$ cat src/rtl/mhf_pkg.sv
// Shared widths, constants, register codes and interface structs for the
// magnetometer heading filter. No dependencies.
`timescale 1ns / 1ps

package mhf_pkg;

  localparam int RAW_W       = 16;
  localparam int FIELD_W     = 18;
  localparam int HEAD_W      = 15;
  localparam int OFF_W       = 17;
  localparam int GAIN_W      = 16;
  localparam int SUM_W       = 22;
  localparam int CFG_IDX_W   = 3;
  localparam int CFG_DATA_W  = 17;

  // Shared multiplier operands and product
  localparam int MUL_A_W     = 25;
  localparam int MUL_B_W     = 31;
  localparam int MUL_P_W     = MUL_A_W + MUL_B_W;

  // Rounding and division by the window length
  localparam int NORM_W      = 42;
  localparam int MAG_W       = 24;
  localparam int GAIN_FRAC   = 15;
  localparam int RECIP_SHIFT = 30;

  localparam logic [GAIN_W-1:0] GAIN_ONE = 16'd32768;

  // CORDIC datapath
  localparam int XY_W         = 33;
  localparam int Z_W          = 24;
  localparam int CORDIC_STEPS = 16;
  localparam int STEP_W       = 4;
  localparam int XY_SCALE_SH  = 12;
  localparam int HEAD_RND_SH  = 8;

  localparam logic signed [Z_W-1:0] DEG_180    = 24'sd2949120;
  localparam logic signed [Z_W-1:0] DEG_360    = 24'sd5898240;
  localparam logic signed [Z_W-1:0] HEAD_HALF  = 24'sd128;
  localparam logic [HEAD_W-1:0]     HEAD_WRAP  = 15'd23040;

  // atan(2^-i) in 1/16384 degree
  localparam logic [19:0] ATAN_TAB [CORDIC_STEPS] = '{
    20'd737280, 20'd435242, 20'd229970, 20'd116736,
    20'd58595,  20'd29326,  20'd14667,  20'd7334,
    20'd3667,   20'd1833,   20'd917,    20'd458,
    20'd229,    20'd115,    20'd57,     20'd29
  };

  typedef enum logic [CFG_IDX_W-1:0] {
    REG_OFFSET_X = 3'd0,
    REG_OFFSET_Y = 3'd1,
    REG_OFFSET_Z = 3'd2,
    REG_GAIN_X   = 3'd3,
    REG_GAIN_Y   = 3'd4,
    REG_GAIN_Z   = 3'd5
  } reg_idx_t;

  typedef struct packed {
    logic signed [RAW_W-1:0] x;
    logic signed [RAW_W-1:0] y;
    logic signed [RAW_W-1:0] z;
  } ring_row_t;

  typedef struct packed {
    logic                      en;
    logic signed [MUL_A_W-1:0] a;
    logic signed [MUL_B_W-1:0] b;
  } mul_req_t;

  typedef struct packed {
    logic                      start;
    logic signed [FIELD_W-1:0] fx;
    logic signed [FIELD_W-1:0] fy;
  } cordic_req_t;

  typedef struct packed {
    logic              done;
    logic [HEAD_W-1:0] heading;
  } cordic_rsp_t;

endpackage

$ cat src/rtl/mhf_ring.sv
// Sample ring: one row of x, y, z per slot, registered read, per-row valid
// bits so that unwritten rows read as zero. Depends on mhf_pkg.
`timescale 1ns / 1ps

module mhf_ring #(
  parameter int DEPTH  = 20,
  parameter int ADDR_W = 5
) (
  input  logic                clk,
  input  logic                rst,
  input  logic                rd_en,
  input  logic [ADDR_W-1:0]   rd_addr,
  output mhf_pkg::ring_row_t  rd_data,
  input  logic                wr_en,
  input  logic [ADDR_W-1:0]   wr_addr,
  input  mhf_pkg::ring_row_t  wr_data
);

  mhf_pkg::ring_row_t mem [DEPTH];
  mhf_pkg::ring_row_t rd_q;
  logic [DEPTH-1:0]   valid;
  logic               rd_hit;

  always_ff @(posedge clk) begin
    if (wr_en) begin
      mem[wr_addr] <= wr_data;
    end
    if (rd_en) begin
      rd_q <= mem[rd_addr];
    end
  end

  always_ff @(posedge clk) begin
    if (rst) begin
      valid  <= '0;
      rd_hit <= 1'b0;
    end else begin
      if (wr_en) begin
        valid[wr_addr] <= 1'b1;
      end
      if (rd_en) begin
        rd_hit <= valid[rd_addr];
      end
    end
  end

  // a row never written reads as zero through its cleared valid bit
  assign rd_data = rd_hit ? rd_q : '0;

endmodule

$ cat src/rtl/mhf_mul.sv
// Shared signed multiplier with a registered product.
// Depends on mhf_pkg.
`timescale 1ns / 1ps

module mhf_mul (
  input  logic                                 clk,
  input  mhf_pkg::mul_req_t                    req,
  output logic signed [mhf_pkg::MUL_P_W-1:0]   prod
);

  always_ff @(posedge clk) begin
    if (req.en) begin
      prod <= req.a * req.b;
    end
  end

endmodule

$ cat src/rtl/mhf_cordic.sv
// Iterative vectoring CORDIC: heading of (fx, fy) in 1/64 degree, one
// micro-rotation per cycle through one shift-add unit. Depends on mhf_pkg.
`timescale 1ns / 1ps

module mhf_cordic (
  input  logic                 clk,
  input  logic                 rst,
  input  mhf_pkg::cordic_req_t req,
  output mhf_pkg::cordic_rsp_t rsp
);

  localparam int XY_W   = mhf_pkg::XY_W;
  localparam int Z_W    = mhf_pkg::Z_W;
  localparam int STEP_W = mhf_pkg::STEP_W;
  localparam int HEAD_W = mhf_pkg::HEAD_W;

  typedef logic signed [XY_W-1:0] xy_t;
  typedef logic signed [Z_W-1:0]  z_t;

  typedef enum logic [3:0] {
    C_IDLE  = 4'b0001,
    C_ITER  = 4'b0010,
    C_FOLD  = 4'b0100,
    C_ROUND = 4'b1000
  } cstate_t;

  cstate_t           state;
  xy_t               x;
  xy_t               y;
  z_t                z;
  logic [STEP_W-1:0] step;
  logic              zero;

  xy_t               x0;
  xy_t               y0;
  xy_t               xs;
  xy_t               ys;
  z_t                atan_v;
  z_t                hsum;
  logic [HEAD_W-1:0] hraw;

  assign x0     = xy_t'(req.fx) <<< mhf_pkg::XY_SCALE_SH;
  assign y0     = xy_t'(req.fy) <<< mhf_pkg::XY_SCALE_SH;
  assign xs     = x >>> step;
  assign ys     = y >>> step;
  assign atan_v = z_t'(mhf_pkg::ATAN_TAB[step]);

  always_ff @(posedge clk) begin
    if (rst) begin
      state <= C_IDLE;
      step  <= '0;
    end else begin
      case (state)
        C_IDLE: begin
          if (req.start) begin
            step  <= '0;
            state <= C_ITER;
          end
        end
        C_ITER: begin
          step <= step + 1'b1;
          if (step == STEP_W'(mhf_pkg::CORDIC_STEPS - 1)) begin
            state <= C_FOLD;
          end
        end
        C_FOLD:  state <= C_ROUND;
        C_ROUND: state <= C_IDLE;
        default: state <= C_IDLE;
      endcase
    end
  end

  always_ff @(posedge clk) begin
    case (state)
      C_IDLE: begin
        if (req.start) begin
          zero <= (req.fx == '0) && (req.fy == '0);
          // left half-plane: turn the vector round and start at 180 degrees
          if (req.fx < 0) begin
            x <= -x0;
            y <= -y0;
            z <= mhf_pkg::DEG_180;
          end else begin
            x <= x0;
            y <= y0;
            z <= '0;
          end
        end
      end
      C_ITER: begin
        if (!y[XY_W-1]) begin
          x <= x + ys;
          y <= y - xs;
          z <= z + atan_v;
        end else begin
          x <= x - ys;
          y <= y + xs;
          z <= z - atan_v;
        end
      end
      C_FOLD: begin
        if (z < 0) begin
          z <= z + mhf_pkg::DEG_360;
        end
      end
      default: ;
    endcase
  end

  assign hsum = z + mhf_pkg::HEAD_HALF;
  assign hraw = hsum[mhf_pkg::HEAD_RND_SH +: HEAD_W];

  always_comb begin
    rsp.done = (state == C_ROUND);
    if (zero) begin
      rsp.heading = '0;
    end else if (hraw >= mhf_pkg::HEAD_WRAP) begin
      rsp.heading = hraw - mhf_pkg::HEAD_WRAP;
    end else begin
      rsp.heading = hraw;
    end
  end

endmodule

$ cat src/rtl/magnetometer_heading_filter.sv
// Top level of the magnetometer heading filter: sequencer, configuration
// registers and output register. Depends on mhf_pkg, mhf_ring, mhf_mul, mhf_cordic.
`timescale 1ns / 1ps

// Boxcar-averaged compass. Each request carries one raw x/y/z sample; the
// block keeps the last WINDOW samples per axis in a ring (zero after reset,
// tracked with one valid bit per row so there is no clearing pass) and a
// running sum per axis. Per axis it forms (2*sum - offset*WINDOW)*gain,
// divides by WINDOW*32768 with round-half-up and saturates to 18 bits
// (raw units times two), then a 16-step CORDIC gives the heading of
// (field_x, field_y) in 1/64 degree, 0 to 23039, and 0 for a zero vector.
// From acceptance until the result is in the output register a sample
// passes the sum update behind the ring read; per axis the difference, the
// gain product and the reciprocal of WINDOW on the shared multiplier, with
// rounding and saturation; the CORDIC launch, its sixteen micro-rotations
// plus fold and rounding; and the load of the output register. sample_stall
// is high for the whole of that time; the next request is taken the cycle
// after the result is loaded, while it still waits on result_stall, so only
// one sample is in flight at a time. A result held by result_stall
// with the output register still full holds the sequencer, and the input
// with it. Offsets (index 0..2, 17-bit signed, half-LSB units) and
// gains (index 3..5, unsigned Q1.15, reset to one) are written through the
// cfg channel, which is always ready; writes to other indexes are ignored.

module magnetometer_heading_filter #(
  parameter int WINDOW = 20
) (
  input  logic                                    clk,
  input  logic                                    rst,
  input  logic                                    sample_valid,
  output logic                                    sample_stall,
  input  logic signed [mhf_pkg::RAW_W-1:0]        raw_x,
  input  logic signed [mhf_pkg::RAW_W-1:0]        raw_y,
  input  logic signed [mhf_pkg::RAW_W-1:0]        raw_z,
  output logic                                    result_valid,
  input  logic                                    result_stall,
  output logic signed [mhf_pkg::FIELD_W-1:0]      field_x,
  output logic signed [mhf_pkg::FIELD_W-1:0]      field_y,
  output logic signed [mhf_pkg::FIELD_W-1:0]      field_z,
  output logic [mhf_pkg::HEAD_W-1:0]              heading,
  input  logic                                    cfg_valid,
  output logic                                    cfg_ready,
  input  logic [mhf_pkg::CFG_IDX_W-1:0]           cfg_index,
  input  logic [mhf_pkg::CFG_DATA_W-1:0]          cfg_data
);

  localparam int SLOT_W  = $clog2(WINDOW);
  localparam int AW      = mhf_pkg::MUL_A_W;
  localparam int BW      = mhf_pkg::MUL_B_W;
  localparam int PW      = mhf_pkg::MUL_P_W;
  localparam int TW      = mhf_pkg::NORM_W;
  localparam int MAG_W   = mhf_pkg::MAG_W;
  localparam int SUM_W   = mhf_pkg::SUM_W;
  localparam int FIELD_W = mhf_pkg::FIELD_W;
  localparam int OFF_W   = mhf_pkg::OFF_W;
  localparam int GAIN_W  = mhf_pkg::GAIN_W;
  localparam int HEAD_W  = mhf_pkg::HEAD_W;

  // half of WINDOW*32768 for round-half-up, clamp just past saturation,
  // and ceil(2^30 / WINDOW), exact for every quotient below the clamp
  localparam int HALF_BIAS = WINDOW * 16384;
  localparam int N_CLAMP   = WINDOW * 131072 + WINDOW;
  localparam int RECIP     = ((1 << mhf_pkg::RECIP_SHIFT) + WINDOW - 1) / WINDOW;

  localparam logic signed [AW-1:0]      WIN_S     = AW'(WINDOW);
  localparam logic [FIELD_W-1:0]        Q_POS_MAX = FIELD_W'(131071);
  localparam logic [FIELD_W-1:0]        Q_NEG_MAX = FIELD_W'(131072);
  localparam logic signed [FIELD_W-1:0] FIELD_MAX = FIELD_W'(131071);
  localparam logic signed [FIELD_W-1:0] FIELD_MIN = FIELD_W'(-131072);

  typedef logic signed [AW-1:0] wide_t;
  typedef logic signed [TW-1:0] norm_t;
  typedef logic signed [SUM_W-1:0] sum_t;

  typedef enum logic [9:0] {
    ST_IDLE  = 10'b00_0000_0001,
    ST_READ  = 10'b00_0000_0010,
    ST_DIFF  = 10'b00_0000_0100,
    ST_MUL1  = 10'b00_0000_1000,
    ST_NORM  = 10'b00_0001_0000,
    ST_MUL2  = 10'b00_0010_0000,
    ST_SAT   = 10'b00_0100_0000,
    ST_ANGLE = 10'b00_1000_0000,
    ST_WAIT  = 10'b01_0000_0000,
    ST_DONE  = 10'b10_0000_0000
  } state_t;

  typedef enum logic [1:0] {
    AXIS_X = 2'd0,
    AXIS_Y = 2'd1,
    AXIS_Z = 2'd2
  } axis_t;

  state_t state;
  state_t state_next;
  axis_t  axis;

  // configuration
  logic signed [OFF_W-1:0] offset_x;
  logic signed [OFF_W-1:0] offset_y;
  logic signed [OFF_W-1:0] offset_z;
  logic [GAIN_W-1:0]       gain_x;
  logic [GAIN_W-1:0]       gain_y;
  logic [GAIN_W-1:0]       gain_z;

  // datapath registers
  mhf_pkg::ring_row_t      raw_q;
  sum_t                    sum_x;
  sum_t                    sum_y;
  sum_t                    sum_z;
  logic [SLOT_W-1:0]       slot;
  wide_t                   diff;
  logic [MAG_W-1:0]        mag;
  logic                    neg;
  logic signed [FIELD_W-1:0] fld_x;
  logic signed [FIELD_W-1:0] fld_y;
  logic signed [FIELD_W-1:0] fld_z;
  logic [HEAD_W-1:0]       head_q;

  // combinational helpers
  logic                    accept;
  logic                    out_load;
  sum_t                    sum_sel;
  logic signed [OFF_W-1:0] off_sel;
  logic [GAIN_W-1:0]       gain_sel;
  wide_t                   diff_next;
  norm_t                   tsum;
  norm_t                   tval;
  norm_t                   mag_full;
  logic [MAG_W-1:0]        mag_next;
  logic [FIELD_W-1:0]      quot;
  logic signed [FIELD_W-1:0] sat_val;

  mhf_pkg::ring_row_t      old_row;
  mhf_pkg::mul_req_t       mul_req;
  logic signed [PW-1:0]    mul_prod;
  mhf_pkg::cordic_req_t    cor_req;
  mhf_pkg::cordic_rsp_t    cor_rsp;

  // Handshakes: one request in flight; config always ready
  assign sample_stall = (state != ST_IDLE);
  assign accept       = sample_valid && !sample_stall;
  assign cfg_ready    = 1'b1;
  assign out_load     = (state == ST_DONE) && (!result_valid || !result_stall);

  always_ff @(posedge clk) begin
    if (rst) begin
      offset_x <= '0;
      offset_y <= '0;
      offset_z <= '0;
      gain_x   <= mhf_pkg::GAIN_ONE;
      gain_y   <= mhf_pkg::GAIN_ONE;
      gain_z   <= mhf_pkg::GAIN_ONE;
    end else if (cfg_valid && cfg_ready) begin
      case (cfg_index)
        mhf_pkg::REG_OFFSET_X: offset_x <= $signed(cfg_data[OFF_W-1:0]);
        mhf_pkg::REG_OFFSET_Y: offset_y <= $signed(cfg_data[OFF_W-1:0]);
        mhf_pkg::REG_OFFSET_Z: offset_z <= $signed(cfg_data[OFF_W-1:0]);
        mhf_pkg::REG_GAIN_X:   gain_x   <= cfg_data[GAIN_W-1:0];
        mhf_pkg::REG_GAIN_Y:   gain_y   <= cfg_data[GAIN_W-1:0];
        mhf_pkg::REG_GAIN_Z:   gain_z   <= cfg_data[GAIN_W-1:0];
        default: ;  // drop writes to unknown indexes
      endcase
    end
  end

  // Ring: read the slot being replaced on acceptance, overwrite it in the following cycle
  mhf_ring #(
    .DEPTH  (WINDOW),
    .ADDR_W (SLOT_W)
  ) u_ring (
    .clk     (clk),
    .rst     (rst),
    .rd_en   (accept),
    .rd_addr (slot),
    .rd_data (old_row),
    .wr_en   (state == ST_READ),
    .wr_addr (slot),
    .wr_data (raw_q)
  );

  // Select the axis being corrected
  always_comb begin
    case (axis)
      AXIS_X: begin
        sum_sel  = sum_x;
        off_sel  = offset_x;
        gain_sel = gain_x;
      end
      AXIS_Y: begin
        sum_sel  = sum_y;
        off_sel  = offset_y;
        gain_sel = gain_y;
      end
      AXIS_Z: begin
        sum_sel  = sum_z;
        off_sel  = offset_z;
        gain_sel = gain_z;
      end
      default: begin
        sum_sel  = sum_x;
        off_sel  = offset_x;
        gain_sel = gain_x;
      end
    endcase
  end

  // mean in half-LSB units less the offset, both times WINDOW
  assign diff_next = (wide_t'(sum_sel) <<< 1) - wide_t'(off_sel) * WIN_S;

  // Shared multiplier: gain product, then reciprocal of WINDOW
  always_comb begin
    mul_req.en = 1'b0;
    mul_req.a  = diff;
    mul_req.b  = BW'(gain_sel);
    case (state)
      ST_MUL1: mul_req.en = 1'b1;
      ST_MUL2: begin
        mul_req.en = 1'b1;
        mul_req.a  = AW'(mag);
        mul_req.b  = BW'(RECIP);
      end
      default: ;
    endcase
  end

  mhf_mul u_mul (
    .clk  (clk),
    .req  (mul_req),
    .prod (mul_prod)
  );

  // Round by 32768, then fold the sign so that the division by WINDOW works
  // on a magnitude: a negative value becomes ceil(-t / WINDOW)
  assign tsum     = $signed(mul_prod[TW-1:0]) + norm_t'(HALF_BIAS);
  assign tval     = tsum >>> mhf_pkg::GAIN_FRAC;
  assign mag_full = tsum[TW-1] ? (norm_t'(WINDOW - 1) - tval) : tval;
  assign mag_next = (mag_full > norm_t'(N_CLAMP)) ? MAG_W'(N_CLAMP) : mag_full[MAG_W-1:0];

  assign quot = mul_prod[mhf_pkg::RECIP_SHIFT +: FIELD_W];

  always_comb begin
    if (!neg) begin
      sat_val = (quot > Q_POS_MAX) ? FIELD_MAX : $signed(quot);
    end else begin
      sat_val = (quot > Q_NEG_MAX) ? FIELD_MIN : -$signed(quot);
    end
  end

  // Heading unit
  assign cor_req.start = (state == ST_ANGLE);
  assign cor_req.fx    = fld_x;
  assign cor_req.fy    = fld_y;

  mhf_cordic u_cordic (
    .clk (clk),
    .rst (rst),
    .req (cor_req),
    .rsp (cor_rsp)
  );

  // Sequencer
  always_comb begin
    state_next = state;
    case (state)
      ST_IDLE:  if (accept) state_next = ST_READ;
      ST_READ:  state_next = ST_DIFF;
      ST_DIFF:  state_next = ST_MUL1;
      ST_MUL1:  state_next = ST_NORM;
      ST_NORM:  state_next = ST_MUL2;
      ST_MUL2:  state_next = ST_SAT;
      ST_SAT:   state_next = (axis == AXIS_Z) ? ST_ANGLE : ST_DIFF;
      ST_ANGLE: state_next = ST_WAIT;
      ST_WAIT:  if (cor_rsp.done) state_next = ST_DONE;
      ST_DONE:  if (out_load) state_next = ST_IDLE;
      default:  state_next = ST_IDLE;
    endcase
  end

  always_ff @(posedge clk) begin
    if (rst) begin
      state <= ST_IDLE;
      axis  <= AXIS_X;
      slot  <= '0;
      sum_x <= '0;
      sum_y <= '0;
      sum_z <= '0;
    end else begin
      state <= state_next;
      case (state)
        ST_READ: begin
          // swap the oldest sample for the new one in each running sum
          sum_x <= sum_x + sum_t'(raw_q.x) - sum_t'(old_row.x);
          sum_y <= sum_y + sum_t'(raw_q.y) - sum_t'(old_row.y);
          sum_z <= sum_z + sum_t'(raw_q.z) - sum_t'(old_row.z);
          slot  <= (slot == SLOT_W'(WINDOW - 1)) ? '0 : slot + 1'b1;
          axis  <= AXIS_X;
        end
        ST_SAT: begin
          case (axis)
            AXIS_X:  axis <= AXIS_Y;
            AXIS_Y:  axis <= AXIS_Z;
            default: axis <= AXIS_X;
          endcase
        end
        default: ;
      endcase
    end
  end

  // Payload registers of the sequencer
  always_ff @(posedge clk) begin
    if (accept) begin
      raw_q <= '{x: raw_x, y: raw_y, z: raw_z};
    end
    case (state)
      ST_DIFF: diff <= diff_next;
      ST_NORM: begin
        mag <= mag_next;
        neg <= tsum[TW-1];
      end
      ST_SAT: begin
        case (axis)
          AXIS_X:  fld_x <= sat_val;
          AXIS_Y:  fld_y <= sat_val;
          default: fld_z <= sat_val;
        endcase
      end
      ST_WAIT: if (cor_rsp.done) head_q <= cor_rsp.heading;
      default: ;
    endcase
  end

  // Output register: hold while stalled, drop valid once taken
  always_ff @(posedge clk) begin
    if (rst) begin
      result_valid <= 1'b0;
    end else if (out_load) begin
      result_valid <= 1'b1;
    end else if (!result_stall) begin
      result_valid <= 1'b0;
    end
  end

  always_ff @(posedge clk) begin
    if (out_load) begin
      field_x <= fld_x;
      field_y <= fld_y;
      field_z <= fld_z;
      heading <= head_q;
    end
  end

endmodule

$ cat config.mk
export PLATFORM = sky130hd
export DESIGN_NAME = magnetometer_heading_filter
export DESIGN_NICKNAME = d
export VERILOG_FILES = /design/src/rtl/mhf_pkg.sv /design/src/rtl/mhf_ring.sv /design/src/rtl/mhf_mul.sv /design/src/rtl/mhf_cordic.sv /design/src/rtl/magnetometer_heading_filter.sv
export SDC_FILE = /design/constraint.sdc
export NUM_CORES = 2
export LEC_CHECK = 0
export BUFFER_PORTS_ARGS = -buffer_cell sky130_fd_sc_hd__buf_2
export CAP_MARGIN = 30
export CELL_PAD_IN_SITES_DETAIL_PLACEMENT = 1
export CELL_PAD_IN_SITES_GLOBAL_PLACEMENT = 1
export CORE_UTILIZATION = 40
export CTS_BUF_LIST = sky130_fd_sc_hd__clkbuf_4 sky130_fd_sc_hd__clkbuf_8
export CTS_CLUSTER_DIAMETER = 100
export DETAILED_ROUTE_END_ITERATION = 7
export GPL_ROUTABILITY_DRIVEN = 0
export PLACE_DENSITY = 0.64
export SETUP_SLACK_MARGIN = 0.2
export SYNTH_ARGS = -nofsm -noshare
export SYNTH_HDL_FRONTEND = slang
export SYNTH_SLANG_ARGS = --single-unit
$ cat constraint.sdc
create_clock -name clk -period 22.5 [get_ports clk]
set_input_delay 2.25 -clock clk [delete_from_list [all_inputs] [get_ports clk]]
set_output_delay 2.25 -clock clk [all_outputs]
set_load 0.005 [all_outputs]
==> impl_metrics.csv <==
group,metric,value,unit
run_status,outcome,"finished, final reports clean",
drt,routed_via_density,5.55,
die,floorplan.io_pins,145,
logic_synthesis,syn_area,95200,sq um
worst_setup_path,critical_path.top_delay_family,"adder cells",
worst_setup_path,worstSetupStartpointType,"flop",
timing,holdWs,0.413,ns
drt,totalWireLength,289000,um
final_layout,layout-drive-gt1-share,14.0,%
worst_setup_path,cp-end-kind,"flop",
clock_network,max-clock-path-buffers,4,
final_layout,final.fill_count,24900,
logic_synthesis,ys_async_sr_fraction,0,%
timing,rsz_0062_raised_after_global_routing,"false",
clock_network,clock_sinks,1578,
logic_synthesis,ys_top_cells_by_area,"edfxtp_1, fa_1, mux4_2",
timing,max_freq,106,MHz
logic_synthesis,synth_ff_type,"edfxtp_1",
timing,slew_headroom,30.0,%
global_route,gr-total-overflow,0,
drt,routed_length_per_instance,25.1,um
final_layout,final_design_area_no_fill,105000,sq um
final_layout,area_delta_synth_final,10.7,%
power,report.power.total,0.00699,W
drt,route.detailed.drc,0,
logic_synthesis,synth_largest_type_area_fraction,43.1,%
logic_synthesis,syn-instance-count,7924,
timing,totalNegativeSetupSlack,0,ns
die,initial_utilization,40.4,%
worst_setup_path,crit_slowest_cell,"fa_1",
power,p_per_area,66.3,nW/um^2
clock_network,clock_buffer_count_from_cts,291,
flow_run,max_capacitance_violation_count,0,
timing,final_hold_viol_count,0,
place,dpl-instance-area,99800,sq um
global_route,number_of_global_route_vias_before_repair,68600,
final_layout,layout.cells.non_filler,11500,
clock_network,worst_setup_hold_path_clk_slew,0.07,ns
worst_setup_path,worst-path-max-fanout,67,
die,core.rowCount,178,
worst_setup_path,critical_path_class,"flop to flop",
final_layout,num-nets-final,9151,
timing,post-route-period-util,42.0,%
power,static-leakage-power,39.7,nW
global_route,first_pass_grt_wire_length,434000,um
drt,drt.antenna.violating_nets,0,
drt,firstDrtPassIters,6,
timing,skew,0.125,ns
clock_network,worstSkewPairLatency,1.03,ns
global_route,grt_antenna_before_repair,21,
clock_network,post_cts_resize_count,0,
global_route,grt_start_max_net_pins,124,
clock_network,tritoncts,"built",
die,dieHeight,490,um
global_route,grt_usage,23.8,%
logic_synthesis,synth.yosys.seq_area_share,47.5,%
worst_setup_path,cp.buffers_inverters,9,
drt,drtIter0Drc,4334,
logic_synthesis,ys_warn_count,0,
die,standard_cell_core_area,236000,sq um
clock_network,cts_setup_buffers,0,
logic_synthesis,ys_ff_latch,1578,
logic_synthesis,netlist.top_cell.by_area,"edfxtp_1",
timing,timing.final.setup_violations,0,
worst_setup_path,critical_path.max_stage_delay,0.57,ns
timing,final.min_clock_period,9.46,ns
clock_network,root_buffer_selected_by_cts,"clkbuf_8",
clock_network,cts_max_level,5,
hold_path,worst_hold_path_type,"flop to flop",
die,floorplan.die_area,240000,sq um
logic_synthesis,mean_cell_area_of_the_mapped_netlist,12.0,sq um
die,fp.dieW,490,um
worst_setup_path,worstPathRequired,23.22,ns
timing,slew_violations,0,
worst_setup_path,worstPathArrival,10.17,ns
logic_synthesis,synth_edf_count,1366,
place,dp.final_hpwl,200000,um
place,dp.cells,11000,
place,port_buffers,143,
clock_network,cts-hold-fix-buffers,0,
power,highest_ir_drop_seen_on_vdd,0.0510,mV
timing,worst_pin_slew,1.05,ns
logic_synthesis,yosys.cell_types.count,102,
drt,via_count,63700,
[registers in the layout (all words and copies together) (netlist names), 20 cells and up]
| register | count |
|---|---|
| diff | 23 |
| mag | 24 |
| raw_q | 48 |
| sum_x | 22 |
| sum_y | 22 |
| sum_z | 22 |
| u_cordic.x | 33 |
| u_cordic.y | 33 |
| u_cordic.z | 24 |
| u_mul.prod | 33 |
| u_ring.mem | 960 |
| u_ring.rd_q | 48 |
| u_ring.valid | 20 |
[kinds of logic (layout without fill, tap and decap cells)]
group,count (synthesis),after routing,synth area share [%]
other,2,27,0.00788
adder cells (fa/ha/maj),952,952,16.5
buffers and inverters,1267,1659,5.14
XOR/XNOR,353,353,3.25
multiplexers,495,495,9.69
AO/OA/AOI/OAI,1189,1189,7.92
AND/OR/NAND/NOR,2088,2088,9.95
flip-flops,1578,1578,47.5
[report_power, final]
| part | internal, W | switching (W) |
|---|---|---|
| logic | 0.000373 | 0.000521 |
| clock network | 0.00151 | 0.00121 |
| registers | 0.00328 | 0.0000863 |
| total | 0.00517 | 0.00182 |
[through the flow]
step	setup WS, ns	utilization (%)
2_1_floorplan	14.12	-
3_3_place_gp	12.38	42.2
3_5_place_dp	13.06	42.3
4_1_cts	13.03	44.7
5_1_grt	12.54	44.7
6_report	13.04	44.7
[Yosys cell counts, types with 26 or more instances]
master	count
mux2i_1	92
nand2_1	824
mux2_2	77
o311ai_0	49
xor2_1	112
nand3_1	125
buf_1	57
a211oi_1	42
a21oi_1	454
a21o_1	87
ha_1	442
a31oi_1	47
and3_1	56
nor2b_1	50
or3_1	45
o21a_1	39
mux4_1	26
dfxtp_1	212
fa_1	510
edfxtp_1	1366
xnor2_1	241
o21ai_0	190
and2_1	89
nor2_1	591
inv_1	913
clkbuf_1	255
a22oi_1	58
nor3_1	100
mux4_2	300
nand2b_1	52
[routing by layer]
| metal | share of wire [%] | track usage (%) | wire length, um |
|---|---|---|---|
| met2 | 49 | 40.4 | 141000 |
| met3 | 4.7 | 3.30 | 13600 |
| met1 | 43 | 30.9 | 124000 |
| met4 | 3.6 | 9.18 | 10500 |
| met5 | 0 | 0 | 0 |
[cell usage in the layout, fill, tap and decap left out, types with 55 or more instances in the layout]
cell      synthesis  final
a21o_1           87     87
a21oi_1         454    452
a22oi_1          58     58
and2_1           89     89
buf_2            21    144
buf_4             6     89
clkbuf_4          0     86
clkbuf_8          0    303
clkinv_1          3     55
dfxtp_1         212    202
edfxtp_1       1366   1366
fa_1            510    510
ha_1            442    439
inv_1           913    913
mux2_2           77     77
mux2i_1          92     92
mux4_2          300    300
nand2_1         824    823
nand3_1         125    125
nor2_1          591    574
nor3_1          100     98
o21ai_0         190    190
xnor2_1         241    241
xor2_1          112    112
[cell type report]
cell class / count / area [sq um] / share of cell area [%]
inverter: 917 / 3440 / 3.27
antenna: 15 / 37.5 / 0.0356
clock inverter: 104 / 764 / 0.725
timing repair buffer: 249 / 1740 / 1.65
tap: 3150 / 3940 / 3.74
clock buffer: 389 / 4820 / 4.57
multi-input combinational: 5089 / 45400 / 43.0
sequential: 1578 / 45300 / 43.0
[final timing paths]
path | end | from | slack [ns] | depth (start not counted)
setup / recovery | u_mul.prod[47] | state[2] | 13.04 | 31
hold / removal | heading[14] | head_q[14] | 0.41 | 0
setup reg to reg | u_mul.prod[47] | state[2] | 13.04 | 31
hold reg to reg | heading[14] | head_q[14] | 0.41 | 0
Note: power is estimated with default switching activity, not from simulation.
